[config.mk]
export PLATFORM = sky130hd
export DESIGN_NAME = bcd_rtc_register_latch_flat
export DESIGN_NICKNAME = d
export VERILOG_FILES = /design/src/sv/rtcl_pkg.sv /design/src/sv/rtcl_in_if.sv /design/src/sv/rtcl_out_if.sv /design/src/sv/bcd_rtc_register_latch.sv /design/src/sv/rtcl_front.sv /design/src/sv/rtcl_div.sv /design/src/sv/rtcl_back.sv /design/src/flat_wrapper.sv
export SDC_FILE = /design/constraint.sdc
export NUM_CORES = 2
export LEC_CHECK = 0
export ABC_AREA = 1
export CAP_MARGIN = 40
export CORE_ASPECT_RATIO = 1.2
export CORE_MARGIN = 2
export CORE_UTILIZATION = 60
export DETAILED_ROUTE_END_ITERATION = 16
export DONT_BUFFER_PORTS = 1
export PLACE_DENSITY = 0.79
export SYNTH_ARGS = -nofsm -noshare
export SYNTH_HDL_FRONTEND = slang
export SYNTH_HIERARCHICAL = 1
export SYNTH_SLANG_ARGS = --single-unit
[constraint.sdc]
create_clock -name clk -period 5.94 [get_ports clk]
set_input_delay 0.297 -clock clk [delete_from_list [all_inputs] [get_ports clk]]
set_output_delay 0.297 -clock clk [all_outputs]
set_load 0.005 [all_outputs]
[src/sv/rtcl_pkg.sv]
package rtcl_pkg;

    localparam int REG_COUNT        = 8;
    localparam int WINDOW_BYTES_DEF = 2048;
    localparam int ADDR_W           = 11;
    localparam int SECS_W           = 38;
    localparam int DIVR_W           = 18;
    localparam int DIVD_W           = 32;

    localparam logic [SECS_W-1:0] TIME_MAX = 38'd253402300799;

    localparam logic [DIVR_W-1:0] DAYS_ERA   = 18'd146097;
    localparam logic [DIVR_W-1:0] DAYS_4Y    = 18'd1460;
    localparam logic [DIVR_W-1:0] DAYS_100Y  = 18'd36524;
    localparam logic [17:0]       DOE_LAST   = 18'd146096;
    localparam logic [DIVD_W-1:0] EPOCH_SHIFT = 32'd719468;

    localparam logic [DIVR_W-1:0] DIV_60  = 18'd60;
    localparam logic [DIVR_W-1:0] DIV_24  = 18'd24;
    localparam logic [DIVR_W-1:0] DIV_7   = 18'd7;
    localparam logic [DIVR_W-1:0] DIV_365 = 18'd365;
    localparam logic [DIVR_W-1:0] DIV_100 = 18'd100;
    localparam logic [DIVR_W-1:0] DIV_153 = 18'd153;
    localparam logic [DIVR_W-1:0] DIV_5   = 18'd5;

    // floor(2^32 / d), the quotient estimate is at most one low
    localparam logic [63:0]       RECIP_ONE = 64'h1_0000_0000;
    localparam logic [DIVD_W-1:0] RCP_60    = 32'(RECIP_ONE / 64'(DIV_60));
    localparam logic [DIVD_W-1:0] RCP_24    = 32'(RECIP_ONE / 64'(DIV_24));
    localparam logic [DIVD_W-1:0] RCP_7     = 32'(RECIP_ONE / 64'(DIV_7));
    localparam logic [DIVD_W-1:0] RCP_365   = 32'(RECIP_ONE / 64'(DIV_365));
    localparam logic [DIVD_W-1:0] RCP_100   = 32'(RECIP_ONE / 64'(DIV_100));
    localparam logic [DIVD_W-1:0] RCP_153   = 32'(RECIP_ONE / 64'(DIV_153));
    localparam logic [DIVD_W-1:0] RCP_5     = 32'(RECIP_ONE / 64'(DIV_5));
    localparam logic [DIVD_W-1:0] RCP_ERA   = 32'(RECIP_ONE / 64'(DAYS_ERA));
    localparam logic [DIVD_W-1:0] RCP_4Y    = 32'(RECIP_ONE / 64'(DAYS_4Y));
    localparam logic [DIVD_W-1:0] RCP_100Y  = 32'(RECIP_ONE / 64'(DAYS_100Y));

    localparam logic [2:0] REG_CTL  = 3'd0;
    localparam logic [2:0] REG_WDAY = 3'd4;
    localparam logic [7:0] BATT_OK  = 8'h80;

    typedef enum logic [1:0] {
        CMD_ZERO,
        CMD_READ,
        CMD_CTL
    } cmd_kind_t;

    typedef struct packed {
        cmd_kind_t         kind;
        logic [2:0]        idx;
        logic [1:0]        lock;
        logic [SECS_W-1:0] secs;
    } cmd_t;

    typedef struct packed {
        logic valid;
        logic pop;
    } q_ctl_t;

    typedef enum logic [3:0] {
        ST_IDLE,
        ST_SEC_HI,
        ST_SEC,
        ST_MIN,
        ST_HOUR,
        ST_WDAY,
        ST_ERA,
        ST_D1460,
        ST_D36524,
        ST_YOE,
        ST_Y100,
        ST_MP,
        ST_MDAY,
        ST_CENT
    } state_t;

    // binary value below 100 to two BCD digits
    function automatic logic [7:0] to_bcd(input logic [6:0] v);
        logic [3:0] tens;
        logic [6:0] ones;
        tens = 4'd0;
        for (int i = 1; i < 10; i++) begin
            if (v >= 7'(10 * i)) begin
                tens = 4'(i);
            end
        end
        ones = v - 7'(tens) * 7'd10;
        return {tens, ones[3:0]};
    endfunction

endpackage

[src/sv/rtcl_in_if.sv]
interface rtcl_in_if;
    logic        valid;
    logic        ready;
    logic        operation;
    logic [10:0] address;
    logic [7:0]  write_data;
    logic [37:0] unix_seconds;

    modport source (output valid, operation, address, write_data, unix_seconds, input ready);
    modport sink (input valid, operation, address, write_data, unix_seconds, output ready);
endinterface

[src/sv/rtcl_out_if.sv]
interface rtcl_out_if;
    logic       valid;
    logic       ready;
    logic [7:0] read_data;

    modport source (output valid, read_data, input ready);
    modport sink (input valid, read_data, output ready);
endinterface

[src/sv/bcd_rtc_register_latch.sv]
// Real-time clock register block on a byte bus.
// Channel req carries one access per transfer: operation (0 read, 1 write),
// address in the window, write_data and the current unix_seconds.
// Channel rsp returns exactly one read_data byte per access, in order:
// the register byte for reads of the top eight bytes, zero otherwise.
// A write of the control byte stores the lock bits; a rising read-lock bit
// latches the time into BCD registers.
// A read or plain write passes the front queue, then the output register,
// on its way to rsp. A latching write returns its byte without waiting,
// but the back end then runs thirteen constant divisions through one
// shared reciprocal-multiply divider and takes the next access only after
// the last of them. Other accesses sustain one per cycle while rsp does
// not stall. The front queue holds two accesses, so req keeps taking
// transfers while the back end latches or rsp stalls.
// A stalled rsp holds its byte; the back end stops popping the queue,
// and req drops ready once the queue is full.
// Reset clears the lock bits, all time bytes and the queue pointers and count.
module bcd_rtc_register_latch #(
    parameter int WINDOW_BYTES = rtcl_pkg::WINDOW_BYTES_DEF
) (
    input  logic        clk,
    input  logic        rst_n,
    rtcl_in_if.sink     req,
    rtcl_out_if.source  rsp
);
    logic             q_valid;
    rtcl_pkg::cmd_t   q_cmd;
    rtcl_pkg::q_ctl_t q_ctl;
    logic             busy;

    // accept and classify, queue up to two accesses
    rtcl_front #(
        .WINDOW_BYTES (WINDOW_BYTES)
    ) u_front (
        .clk     (clk),
        .rst_n   (rst_n),
        .req     (req),
        .pop     (q_ctl.pop),
        .q_valid (q_valid),
        .q_cmd   (q_cmd)
    );

    // execute accesses, latch time, drive the response
    rtcl_back u_back (
        .clk     (clk),
        .rst_n   (rst_n),
        .q_valid (q_valid),
        .q_cmd   (q_cmd),
        .q_ctl   (q_ctl),
        .busy    (busy),
        .rsp     (rsp)
    );

    // pop only from a non-empty queue
    a_pop_valid: assert property (@(posedge clk) disable iff (!rst_n)
        q_ctl.pop |-> q_ctl.valid)
        else $error("queue popped while empty");

    // no access is executed while a latch is in progress
    a_busy_hold: assert property (@(posedge clk) disable iff (!rst_n)
        busy |-> !q_ctl.pop)
        else $error("pop during latch");

    // a new response only follows a pop
    a_rsp_src: assert property (@(posedge clk) disable iff (!rst_n)
        $rose(rsp.valid) |-> $past(q_ctl.pop))
        else $error("response without access");

    // a latch starts only from a popped access
    a_busy_start: assert property (@(posedge clk) disable iff (!rst_n)
        $rose(busy) |-> $past(q_ctl.pop))
        else $error("latch without access");
endmodule

[src/sv/rtcl_front.sv]
module rtcl_front #(
    parameter int WINDOW_BYTES = rtcl_pkg::WINDOW_BYTES_DEF
) (
    input  logic             clk,
    input  logic             rst_n,
    rtcl_in_if.sink          req,
    input  logic             pop,
    output logic             q_valid,
    output rtcl_pkg::cmd_t   q_cmd
);
    localparam int BASE = WINDOW_BYTES - rtcl_pkg::REG_COUNT;

    rtcl_pkg::cmd_t mem [2];
    logic       wr_ptr_reg, wr_ptr_next;
    logic       rd_ptr_reg, rd_ptr_next;
    logic [1:0] cnt_reg, cnt_next;
    logic       push;
    logic       mapped;
    logic [16:0] addr_ext;
    logic [16:0] offs;
    rtcl_pkg::cmd_t cmd;

    assign req.ready = (cnt_reg != 2'd2);
    assign push      = req.valid && req.ready;
    assign q_valid   = (cnt_reg != 2'd0);
    assign q_cmd     = mem[rd_ptr_reg];

    // classify the access
    always_comb
    begin
        addr_ext = {6'd0, req.address};
        mapped   = (addr_ext >= 17'(BASE)) && (addr_ext < 17'(WINDOW_BYTES));
        offs     = addr_ext - 17'(BASE);
        cmd.idx  = mapped ? offs[2:0] : 3'd0;
        cmd.lock = req.write_data[7:6];
        cmd.secs = (req.unix_seconds > rtcl_pkg::TIME_MAX) ? rtcl_pkg::TIME_MAX
                                                          : req.unix_seconds;
        if (!mapped) begin
            cmd.kind = rtcl_pkg::CMD_ZERO;
        end else if (!req.operation) begin
            cmd.kind = rtcl_pkg::CMD_READ;
        end else if (cmd.idx == rtcl_pkg::REG_CTL) begin
            cmd.kind = rtcl_pkg::CMD_CTL;
        end else begin
            cmd.kind = rtcl_pkg::CMD_ZERO;
        end
    end

    always_comb
    begin
        wr_ptr_next = push ? ~wr_ptr_reg : wr_ptr_reg;
        rd_ptr_next = pop ? ~rd_ptr_reg : rd_ptr_reg;
        cnt_next    = cnt_reg + 2'(push) - 2'(pop);
    end

    always_ff @(posedge clk or negedge rst_n)
    begin
        if (!rst_n) begin
            wr_ptr_reg <= 1'b0;
            rd_ptr_reg <= 1'b0;
            cnt_reg    <= 2'd0;
        end else begin
            wr_ptr_reg <= wr_ptr_next;
            rd_ptr_reg <= rd_ptr_next;
            cnt_reg    <= cnt_next;
        end
    end

    always_ff @(posedge clk)
    begin
        if (push) begin
            mem[wr_ptr_reg] <= cmd;
        end
    end
endmodule

[src/sv/rtcl_div.sv]
module rtcl_div (
    input  logic                        clk,
    input  logic                        rst_n,
    input  logic                        start,
    input  logic [rtcl_pkg::DIVD_W-1:0] dividend,
    input  logic [rtcl_pkg::DIVR_W-1:0] divisor,
    input  logic [rtcl_pkg::DIVD_W-1:0] magic,
    output logic                        done,
    output logic [rtcl_pkg::DIVD_W-1:0] quo,
    output logic [rtcl_pkg::DIVR_W-1:0] rem
);
    localparam int XW = rtcl_pkg::DIVD_W;
    localparam int DW = rtcl_pkg::DIVR_W;

    logic [XW-1:0]   x_reg, x_next;
    logic [DW-1:0]   d_reg, d_next;
    logic [XW-1:0]   m_reg, m_next;
    logic [2*XW-1:0] p_reg, p_next;
    logic [XW-1:0]   q_reg, q_next;
    logic [XW-1:0]   r_reg, r_next;
    logic [XW-1:0]   quo_reg, quo_next;
    logic [DW-1:0]   rem_reg, rem_next;
    logic [2:0]      stage_reg, stage_next;
    logic            done_reg, done_next;
    logic [XW-1:0]   qd;

    assign done = done_reg;
    assign quo  = quo_reg;
    assign rem  = rem_reg;

    // reciprocal multiply, back-multiply, then one fix-up step
    always_comb
    begin
        x_next     = x_reg;
        d_next     = d_reg;
        m_next     = m_reg;
        stage_next = {stage_reg[1:0], start};
        done_next  = stage_reg[2];
        if (start) begin
            x_next = dividend;
            d_next = divisor;
            m_next = magic;
        end
        p_next = {{XW{1'b0}}, x_reg} * {{XW{1'b0}}, m_reg};
        q_next = p_reg[2*XW-1:XW];
        qd     = q_next * XW'(d_reg);
        r_next = x_reg - qd;
        if (r_reg >= XW'(d_reg)) begin
            quo_next = q_reg + XW'(1);
            rem_next = DW'(r_reg - XW'(d_reg));
        end else begin
            quo_next = q_reg;
            rem_next = DW'(r_reg);
        end
    end

    always_ff @(posedge clk or negedge rst_n)
    begin
        if (!rst_n) begin
            stage_reg <= 3'd0;
            done_reg  <= 1'b0;
        end else begin
            stage_reg <= stage_next;
            done_reg  <= done_next;
        end
    end

    always_ff @(posedge clk)
    begin
        x_reg   <= x_next;
        d_reg   <= d_next;
        m_reg   <= m_next;
        p_reg   <= p_next;
        q_reg   <= q_next;
        r_reg   <= r_next;
        quo_reg <= quo_next;
        rem_reg <= rem_next;
    end
endmodule

[src/sv/rtcl_back.sv]
module rtcl_back (
    input  logic           clk,
    input  logic           rst_n,
    input  logic           q_valid,
    input  rtcl_pkg::cmd_t q_cmd,
    output rtcl_pkg::q_ctl_t q_ctl,
    output logic           busy,
    rtcl_out_if.source     rsp
);
    localparam int SW = rtcl_pkg::SECS_W;
    localparam int DW = rtcl_pkg::DIVR_W;
    localparam int XW = rtcl_pkg::DIVD_W;
    // seconds split point: high part first, then remainder with low part
    localparam int SPLIT = 19;

    rtcl_pkg::state_t state_reg, state_next;

    logic [1:0]    lock_reg, lock_next;
    logic [7:0]    tb_reg [rtcl_pkg::REG_COUNT];
    logic [7:0]    tb_next [rtcl_pkg::REG_COUNT];
    logic          out_valid_reg, out_valid_next;
    logic [7:0]    out_data_reg, out_data_next;
    logic          go_reg, go_next;

    logic [SW-1:0] sat_reg, sat_next;
    logic [XW-1:0] t_reg, t_next;
    logic [5:0]    sec_reg, sec_next;
    logic [5:0]    min_reg, min_next;
    logic [4:0]    hour_reg, hour_next;
    logic [2:0]    wday_reg, wday_next;
    logic [4:0]    era_reg, era_next;
    logic [17:0]   doe_reg, doe_next;
    logic [6:0]    a_reg, a_next;
    logic [2:0]    b_reg, b_next;
    logic [8:0]    yoe_reg, yoe_next;
    logic [17:0]   doy_reg, doy_next;
    logic [3:0]    mp_reg, mp_next;
    logic [4:0]    mday_reg, mday_next;
    logic [3:0]    mon_reg, mon_next;
    logic [13:0]   year_reg, year_next;

    logic          free;
    logic          pop;
    logic          latch;
    logic          div_done;
    logic [XW-1:0] div_quo;
    logic [DW-1:0] div_rem;
    logic [XW-1:0] opa;
    logic [DW-1:0] opb;
    logic [XW-1:0] opm;
    logic [17:0]   yoe_days;
    logic [3:0]    mon_calc;

    assign free  = !out_valid_reg || rsp.ready;
    assign pop   = q_valid && (state_reg == rtcl_pkg::ST_IDLE) && free;
    assign latch = (q_cmd.kind == rtcl_pkg::CMD_CTL) && !lock_reg[0] && q_cmd.lock[0];
    assign q_ctl.valid = q_valid;
    assign q_ctl.pop   = pop;
    assign busy        = (state_reg != rtcl_pkg::ST_IDLE);
    assign rsp.valid     = out_valid_reg;
    assign rsp.read_data = out_data_reg;

    rtcl_div u_div (
        .clk      (clk),
        .rst_n    (rst_n),
        .start    (go_reg),
        .dividend (opa),
        .divisor  (opb),
        .magic    (opm),
        .done     (div_done),
        .quo      (div_quo),
        .rem      (div_rem)
    );

    // next state
    always_comb
    begin
        state_next = state_reg;
        unique case (state_reg)
            rtcl_pkg::ST_IDLE:   if (pop && latch) state_next = rtcl_pkg::ST_SEC_HI;
            rtcl_pkg::ST_SEC_HI: if (div_done) state_next = rtcl_pkg::ST_SEC;
            rtcl_pkg::ST_SEC:    if (div_done) state_next = rtcl_pkg::ST_MIN;
            rtcl_pkg::ST_MIN:    if (div_done) state_next = rtcl_pkg::ST_HOUR;
            rtcl_pkg::ST_HOUR:   if (div_done) state_next = rtcl_pkg::ST_WDAY;
            rtcl_pkg::ST_WDAY:   if (div_done) state_next = rtcl_pkg::ST_ERA;
            rtcl_pkg::ST_ERA:    if (div_done) state_next = rtcl_pkg::ST_D1460;
            rtcl_pkg::ST_D1460:  if (div_done) state_next = rtcl_pkg::ST_D36524;
            rtcl_pkg::ST_D36524: if (div_done) state_next = rtcl_pkg::ST_YOE;
            rtcl_pkg::ST_YOE:    if (div_done) state_next = rtcl_pkg::ST_Y100;
            rtcl_pkg::ST_Y100:   if (div_done) state_next = rtcl_pkg::ST_MP;
            rtcl_pkg::ST_MP:     if (div_done) state_next = rtcl_pkg::ST_MDAY;
            rtcl_pkg::ST_MDAY:   if (div_done) state_next = rtcl_pkg::ST_CENT;
            rtcl_pkg::ST_CENT:   if (div_done) state_next = rtcl_pkg::ST_IDLE;
            default:             state_next = rtcl_pkg::ST_IDLE;
        endcase
    end

    // divider operands per step
    always_comb
    begin
        yoe_days = 18'(yoe_reg) * 18'd365 + 18'(yoe_reg[8:2]);
        unique case (state_reg)
            rtcl_pkg::ST_SEC_HI:
            begin
                opa = XW'(sat_reg[SW-1:SPLIT]);
                opb = rtcl_pkg::DIV_60;
                opm = rtcl_pkg::RCP_60;
            end
            rtcl_pkg::ST_SEC:
            begin
                opa = XW'({sec_reg, sat_reg[SPLIT-1:0]});
                opb = rtcl_pkg::DIV_60;
                opm = rtcl_pkg::RCP_60;
            end
            rtcl_pkg::ST_MIN:
            begin
                opa = t_reg;
                opb = rtcl_pkg::DIV_60;
                opm = rtcl_pkg::RCP_60;
            end
            rtcl_pkg::ST_HOUR:
            begin
                opa = t_reg;
                opb = rtcl_pkg::DIV_24;
                opm = rtcl_pkg::RCP_24;
            end
            rtcl_pkg::ST_WDAY:
            begin
                opa = t_reg + XW'(4);
                opb = rtcl_pkg::DIV_7;
                opm = rtcl_pkg::RCP_7;
            end
            rtcl_pkg::ST_ERA:
            begin
                opa = t_reg + rtcl_pkg::EPOCH_SHIFT;
                opb = rtcl_pkg::DAYS_ERA;
                opm = rtcl_pkg::RCP_ERA;
            end
            rtcl_pkg::ST_D1460:
            begin
                opa = XW'(doe_reg);
                opb = rtcl_pkg::DAYS_4Y;
                opm = rtcl_pkg::RCP_4Y;
            end
            rtcl_pkg::ST_D36524:
            begin
                opa = XW'(doe_reg);
                opb = rtcl_pkg::DAYS_100Y;
                opm = rtcl_pkg::RCP_100Y;
            end
            rtcl_pkg::ST_YOE:
            begin
                opa = XW'(doe_reg - 18'(a_reg) + 18'(b_reg)
                          - 18'(doe_reg == rtcl_pkg::DOE_LAST));
                opb = rtcl_pkg::DIV_365;
                opm = rtcl_pkg::RCP_365;
            end
            rtcl_pkg::ST_Y100:
            begin
                opa = XW'(yoe_reg);
                opb = rtcl_pkg::DIV_100;
                opm = rtcl_pkg::RCP_100;
            end
            rtcl_pkg::ST_MP:
            begin
                opa = XW'(21'(doy_reg) * 21'd5 + 21'd2);
                opb = rtcl_pkg::DIV_153;
                opm = rtcl_pkg::RCP_153;
            end
            rtcl_pkg::ST_MDAY:
            begin
                opa = XW'(12'(mp_reg) * 12'd153 + 12'd2);
                opb = rtcl_pkg::DIV_5;
                opm = rtcl_pkg::RCP_5;
            end
            rtcl_pkg::ST_CENT:
            begin
                opa = XW'(year_reg);
                opb = rtcl_pkg::DIV_100;
                opm = rtcl_pkg::RCP_100;
            end
            default:
            begin
                opa = '0;
                opb = rtcl_pkg::DIV_60;
                opm = rtcl_pkg::RCP_60;
            end
        endcase
    end

    // outputs and datapath
    always_comb
    begin
        lock_next      = lock_reg;
        tb_next        = tb_reg;
        out_valid_next = out_valid_reg && !rsp.ready;
        out_data_next  = out_data_reg;
        go_next        = (state_next != state_reg) && (state_next != rtcl_pkg::ST_IDLE);
        sat_next  = sat_reg;
        t_next    = t_reg;
        sec_next  = sec_reg;
        min_next  = min_reg;
        hour_next = hour_reg;
        wday_next = wday_reg;
        era_next  = era_reg;
        doe_next  = doe_reg;
        a_next    = a_reg;
        b_next    = b_reg;
        yoe_next  = yoe_reg;
        doy_next  = doy_reg;
        mp_next   = mp_reg;
        mday_next = mday_reg;
        mon_next  = mon_reg;
        year_next = year_reg;
        mon_calc  = (mp_reg < 4'd10) ? mp_reg + 4'd3 : mp_reg - 4'd9;

        if (pop) begin
            out_valid_next = 1'b1;
            out_data_next  = 8'd0;
            unique case (q_cmd.kind)
                rtcl_pkg::CMD_READ:
                begin
                    out_data_next = tb_reg[q_cmd.idx];
                    if (q_cmd.idx == rtcl_pkg::REG_CTL) begin
                        out_data_next = tb_reg[q_cmd.idx] | {lock_reg, 6'd0};
                    end else if (q_cmd.idx == rtcl_pkg::REG_WDAY) begin
                        out_data_next = tb_reg[q_cmd.idx] | rtcl_pkg::BATT_OK;
                    end
                end
                rtcl_pkg::CMD_CTL:
                begin
                    lock_next = q_cmd.lock;
                    sat_next  = q_cmd.secs;
                end
                default: out_data_next = 8'd0;
            endcase
        end

        if (div_done) begin
            unique case (state_reg)
                rtcl_pkg::ST_SEC_HI:
                begin
                    // hold the high quotient and carry the remainder down
                    t_next   = {div_quo[12:0], {SPLIT{1'b0}}};
                    sec_next = div_rem[5:0];
                end
                rtcl_pkg::ST_SEC:
                begin
                    sec_next = div_rem[5:0];
                    t_next   = t_reg | XW'(div_quo[SPLIT-1:0]);
                end
                rtcl_pkg::ST_MIN:    begin min_next  = div_rem[5:0]; t_next = div_quo; end
                rtcl_pkg::ST_HOUR:   begin hour_next = div_rem[4:0]; t_next = div_quo; end
                rtcl_pkg::ST_WDAY:   wday_next = div_rem[2:0] + 3'd1;
                rtcl_pkg::ST_ERA:    begin era_next = div_quo[4:0]; doe_next = div_rem; end
                rtcl_pkg::ST_D1460:  a_next = div_quo[6:0];
                rtcl_pkg::ST_D36524: b_next = div_quo[2:0];
                rtcl_pkg::ST_YOE:    yoe_next = div_quo[8:0];
                rtcl_pkg::ST_Y100:   doy_next = doe_reg - (yoe_days - 18'(div_quo[1:0]));
                rtcl_pkg::ST_MP:     mp_next = div_quo[3:0];
                rtcl_pkg::ST_MDAY:
                begin
                    mday_next = 5'(doy_reg - div_quo[17:0] + 18'd1);
                    mon_next  = mon_calc;
                    year_next = 14'(yoe_reg) + 14'(era_reg) * 14'd400
                              + 14'(mon_calc <= 4'd2);
                end
                rtcl_pkg::ST_CENT:
                begin
                    tb_next[0] = rtcl_pkg::to_bcd(div_quo[6:0]);
                    tb_next[1] = rtcl_pkg::to_bcd(7'(sec_reg));
                    tb_next[2] = rtcl_pkg::to_bcd(7'(min_reg));
                    tb_next[3] = rtcl_pkg::to_bcd(7'(hour_reg));
                    tb_next[4] = rtcl_pkg::to_bcd(7'(wday_reg));
                    tb_next[5] = rtcl_pkg::to_bcd(7'(mday_reg));
                    tb_next[6] = rtcl_pkg::to_bcd(7'(mon_reg));
                    tb_next[7] = rtcl_pkg::to_bcd(div_rem[6:0]);
                end
                default: t_next = t_reg;
            endcase
        end
    end

    always_ff @(posedge clk or negedge rst_n)
    begin
        if (!rst_n) begin
            state_reg     <= rtcl_pkg::ST_IDLE;
            lock_reg      <= 2'd0;
            out_valid_reg <= 1'b0;
            go_reg        <= 1'b0;
            for (int i = 0; i < rtcl_pkg::REG_COUNT; i++) begin
                tb_reg[i] <= 8'd0;
            end
        end else begin
            state_reg     <= state_next;
            lock_reg      <= lock_next;
            out_valid_reg <= out_valid_next;
            go_reg        <= go_next;
            tb_reg        <= tb_next;
        end
    end

    always_ff @(posedge clk)
    begin
        out_data_reg <= out_data_next;
        sat_reg  <= sat_next;
        t_reg    <= t_next;
        sec_reg  <= sec_next;
        min_reg  <= min_next;
        hour_reg <= hour_next;
        wday_reg <= wday_next;
        era_reg  <= era_next;
        doe_reg  <= doe_next;
        a_reg    <= a_next;
        b_reg    <= b_next;
        yoe_reg  <= yoe_next;
        doy_reg  <= doy_next;
        mp_reg   <= mp_next;
        mday_reg <= mday_next;
        mon_reg  <= mon_next;
        year_reg <= year_next;
    end
endmodule
[src/flat_wrapper.sv]
// flat-port wrapper written by rule: the top's interface ports become plain ports
module bcd_rtc_register_latch_flat 
#(
    parameter int WINDOW_BYTES = rtcl_pkg::WINDOW_BYTES_DEF
)
  (clk, rst_n, req_valid, req_operation, req_address, req_write_data, req_unix_seconds, req_ready, rsp_valid, rsp_read_data, rsp_ready);
  rtcl_in_if req_i ();
  rtcl_out_if rsp_i ();
  input  logic clk;
  input  logic rst_n;
  input wire logic [$bits(req_i.valid)-1:0] req_valid;
  input wire logic [$bits(req_i.operation)-1:0] req_operation;
  input wire logic [$bits(req_i.address)-1:0] req_address;
  input wire logic [$bits(req_i.write_data)-1:0] req_write_data;
  input wire logic [$bits(req_i.unix_seconds)-1:0] req_unix_seconds;
  output wire logic [$bits(req_i.ready)-1:0] req_ready;
  output wire logic [$bits(rsp_i.valid)-1:0] rsp_valid;
  output wire logic [$bits(rsp_i.read_data)-1:0] rsp_read_data;
  input wire logic [$bits(rsp_i.ready)-1:0] rsp_ready;
  assign req_i.valid = req_valid;
  assign req_i.operation = req_operation;
  assign req_i.address = req_address;
  assign req_i.write_data = req_write_data;
  assign req_i.unix_seconds = req_unix_seconds;
  assign req_ready = req_i.ready;
  assign rsp_valid = rsp_i.valid;
  assign rsp_read_data = rsp_i.read_data;
  assign rsp_i.ready = rsp_ready;
  bcd_rtc_register_latch #(.WINDOW_BYTES(WINDOW_BYTES)) u_core (.clk(clk), .rst_n(rst_n), .req(req_i), .rsp(rsp_i));
endmodule
==> results_dict.tcl <==
set metrics [dict create \
    io-pin-count 72 \
    worstMarginPinSlew_ps 1190 \
    combPwrFrac 0.107 \
    p_sw_mw 2.82 \
    drc 0 \
    avgSynthCellArea_sq_um 8.25 \
    first_pass_iters 9 \
    p_clk_frac 0.405 \
    largest_reg_flops 90 \
    final_util 0.702 \
    layout_commonest_cell "nand2_1" \
    cts.sinks 569 \
    required_ps 6540 \
    cts.clk_slew.worst_paths_ps 70 \
    start_util 0.604 \
    rows 146 \
    rsz0062_at_grt "yes" \
    grt_pass1_wl_um 406000 \
    cts_tree "yes" \
    critPathMaxFanout 7 \
    cp-start-kind "flop" \
    dp_hpwl_um 214000 \
    maxCapViolCount 0 \
    leakage_nw 49.4 \
    die_x_um 337 \
    p_int_mw 7.14 \
    drive_gt1_frac 0.139 \
    fin_area_sq_um 92600 \
    power.share.switching 0.283 \
    criticalPathCategory "reg2reg" \
    finalSetupViolCount 32 \
    die-area_sq_um 136000 \
    netlist_area_sq_um 79600 \
    grt_max_degree 67 \
    overflow 0 \
    cp_slowest_cell "fa_2" \
    gp_congestion 1.03 \
    dpl-instance-area_sq_um 87000 \
    violations "setup timing" \
    most-common-layout-cells "nand2_1, inv_1, fa_1" \
    ys_warn_count 6 \
    grt_pass1_vias 70879 \
    arrival_ps 7290 \
    p_seq_frac 0.488 \
    final_hold_viol_count 0 \
    path_common_cell "fa_2" \
    core_area_sq_um 132000 \
    io_buffers 0 \
    power.density_nw_per_um2 108 \
    fill_cells 10073 \
    end_kind "flop" \
    outcome "finished with violations" \
    avgViaCountPerCell 5.61 \
    drt_iter0_drc 5985 \
    fmax_mhz 149 \
    syn_inst 9647 \
    ant_nets 0 \
    vias 67254 \
    slowest_delay_ps 600 \
    area_growth_pct 16.2 \
    cts_max_path_buffers 3 \
    fin_ws_ps -750 \
    wire_per_inst_um 22.2 \
    antenna_found_initial 12 \
    peakVddDrop_mv 0.353 \
    register_area_sq_um 15300 \
    slew_headroom 0.204 \
    clk_latency_ps 710 \
    final_nets 12102 \
    grtUsageTotal 0.397 \
    min_period_ps 6690 \
    htree_levels 2 \
    slew_viol_final 0 \
    root_buffer "clkbuf_16" \
    fin_skew_ps 75.5 \
    cts_buffers 58 \
    wirelength_um 267000 \
    fp.dieH_um 403 \
    hold_path.class "in2reg" \
    finalCritPeriodShare 1.13 \
    multiInputGateArea_sq_um 55900 \
]
[power by group through the flow]
stage / Sequential [mW] / Clock [mW] / Combinational [mW]
3_3_place_gp: 4.91 / 0 / 0.933
4_1_cts: 4.84 / 4.05 / 1.04
3_5_place_dp: 4.92 / 0 / 0.984
2_1_floorplan: 4.74 / 0 / 0.718
5_1_grt: 4.86 / 4.20 / 1.19
6_report: 4.86 / 4.03 / 1.07
[worst max-delay path: cells and delay by family, from the launching register on]
kind,cells,cell delay (ps)
compound gates,5,710
fa+ha+maj,9,4340
buf+inv,7,860
flops,1,430
simple gates,4,270
[metrics by stage]
step	power (mW)	TNS, ps	hold slack (ps)	worst slack, ps	std cells
2_1_floorplan	5.46	-3720	1.41	-176	9650
4_1_cts	9.93	-19220	41.3	-707	11927
3_3_place_gp	5.84	-25580	5.70	-903	11724
5_1_grt	10.3	-28710	93.6	-986	11979
6_report	9.95	-21820	85.5	-750	11981
3_5_place_dp	5.90	-26890	4.93	-963	11729
[what timing repair did]
item	4_1_cts	5_1_grt
buffers inserted	35	50
setup endpoints to repair	32	49
pin swaps	102	142
hold buffers	52	0
gates cloned	1	5
gates resized for setup	296	276
endpoints found under the hold margin	158	0
[routing by layer]
layer	vias up	share of wire	track usage
met5	-	0.00035	0
met4	12	0.10	0.311
met3	1073	0.086	0.0738
met2	3459	0.47	0.651
met1	32869	0.34	0.460
li1	29841	-	-
[final timing paths]
kind,from,end,slack (ps),cells after the start
setup / recovery,u_core/u_back/u_div/x_reg[14]$_DFFE_PP_,u_core/u_back/u_div/p_reg[51]$_DFF_P_,-750,25
hold / removal,req_valid,u_core/u_front/mem[0][43]$_DFFE_PP_,90,2
setup reg to reg,u_core/u_back/u_div/x_reg[14]$_DFFE_PP_,u_core/u_back/u_div/p_reg[51]$_DFF_P_,-750,25
hold reg to reg,u_core/u_back/u_div/stage_reg[1]$_DFF_PN0_,u_core/u_back/u_div/stage_reg[2]$_DFF_PN0_,350,0
max in group asynchronous,rst_n,u_core/u_back/go_reg$_DFF_PN0_,5380,2
min in group asynchronous,rst_n,u_core/u_back/tb_reg[60]$_DFFE_PN0P_,180,2
[final cells by class]
| class | count | area share |
|---|---|---|
| diodes | 2 | 0.0000541 |
| clock buffers | 72 | 0.0173 |
| clock inverters | 38 | 0.00502 |
| inverters | 2429 | 0.0986 |
| multi-input cells | 6293 | 0.603 |
| flip-flops and latches | 569 | 0.165 |
| well taps | 1776 | 0.0240 |
| repair buffers | 802 | 0.0862 |
(Power assumes the default switching activity.)
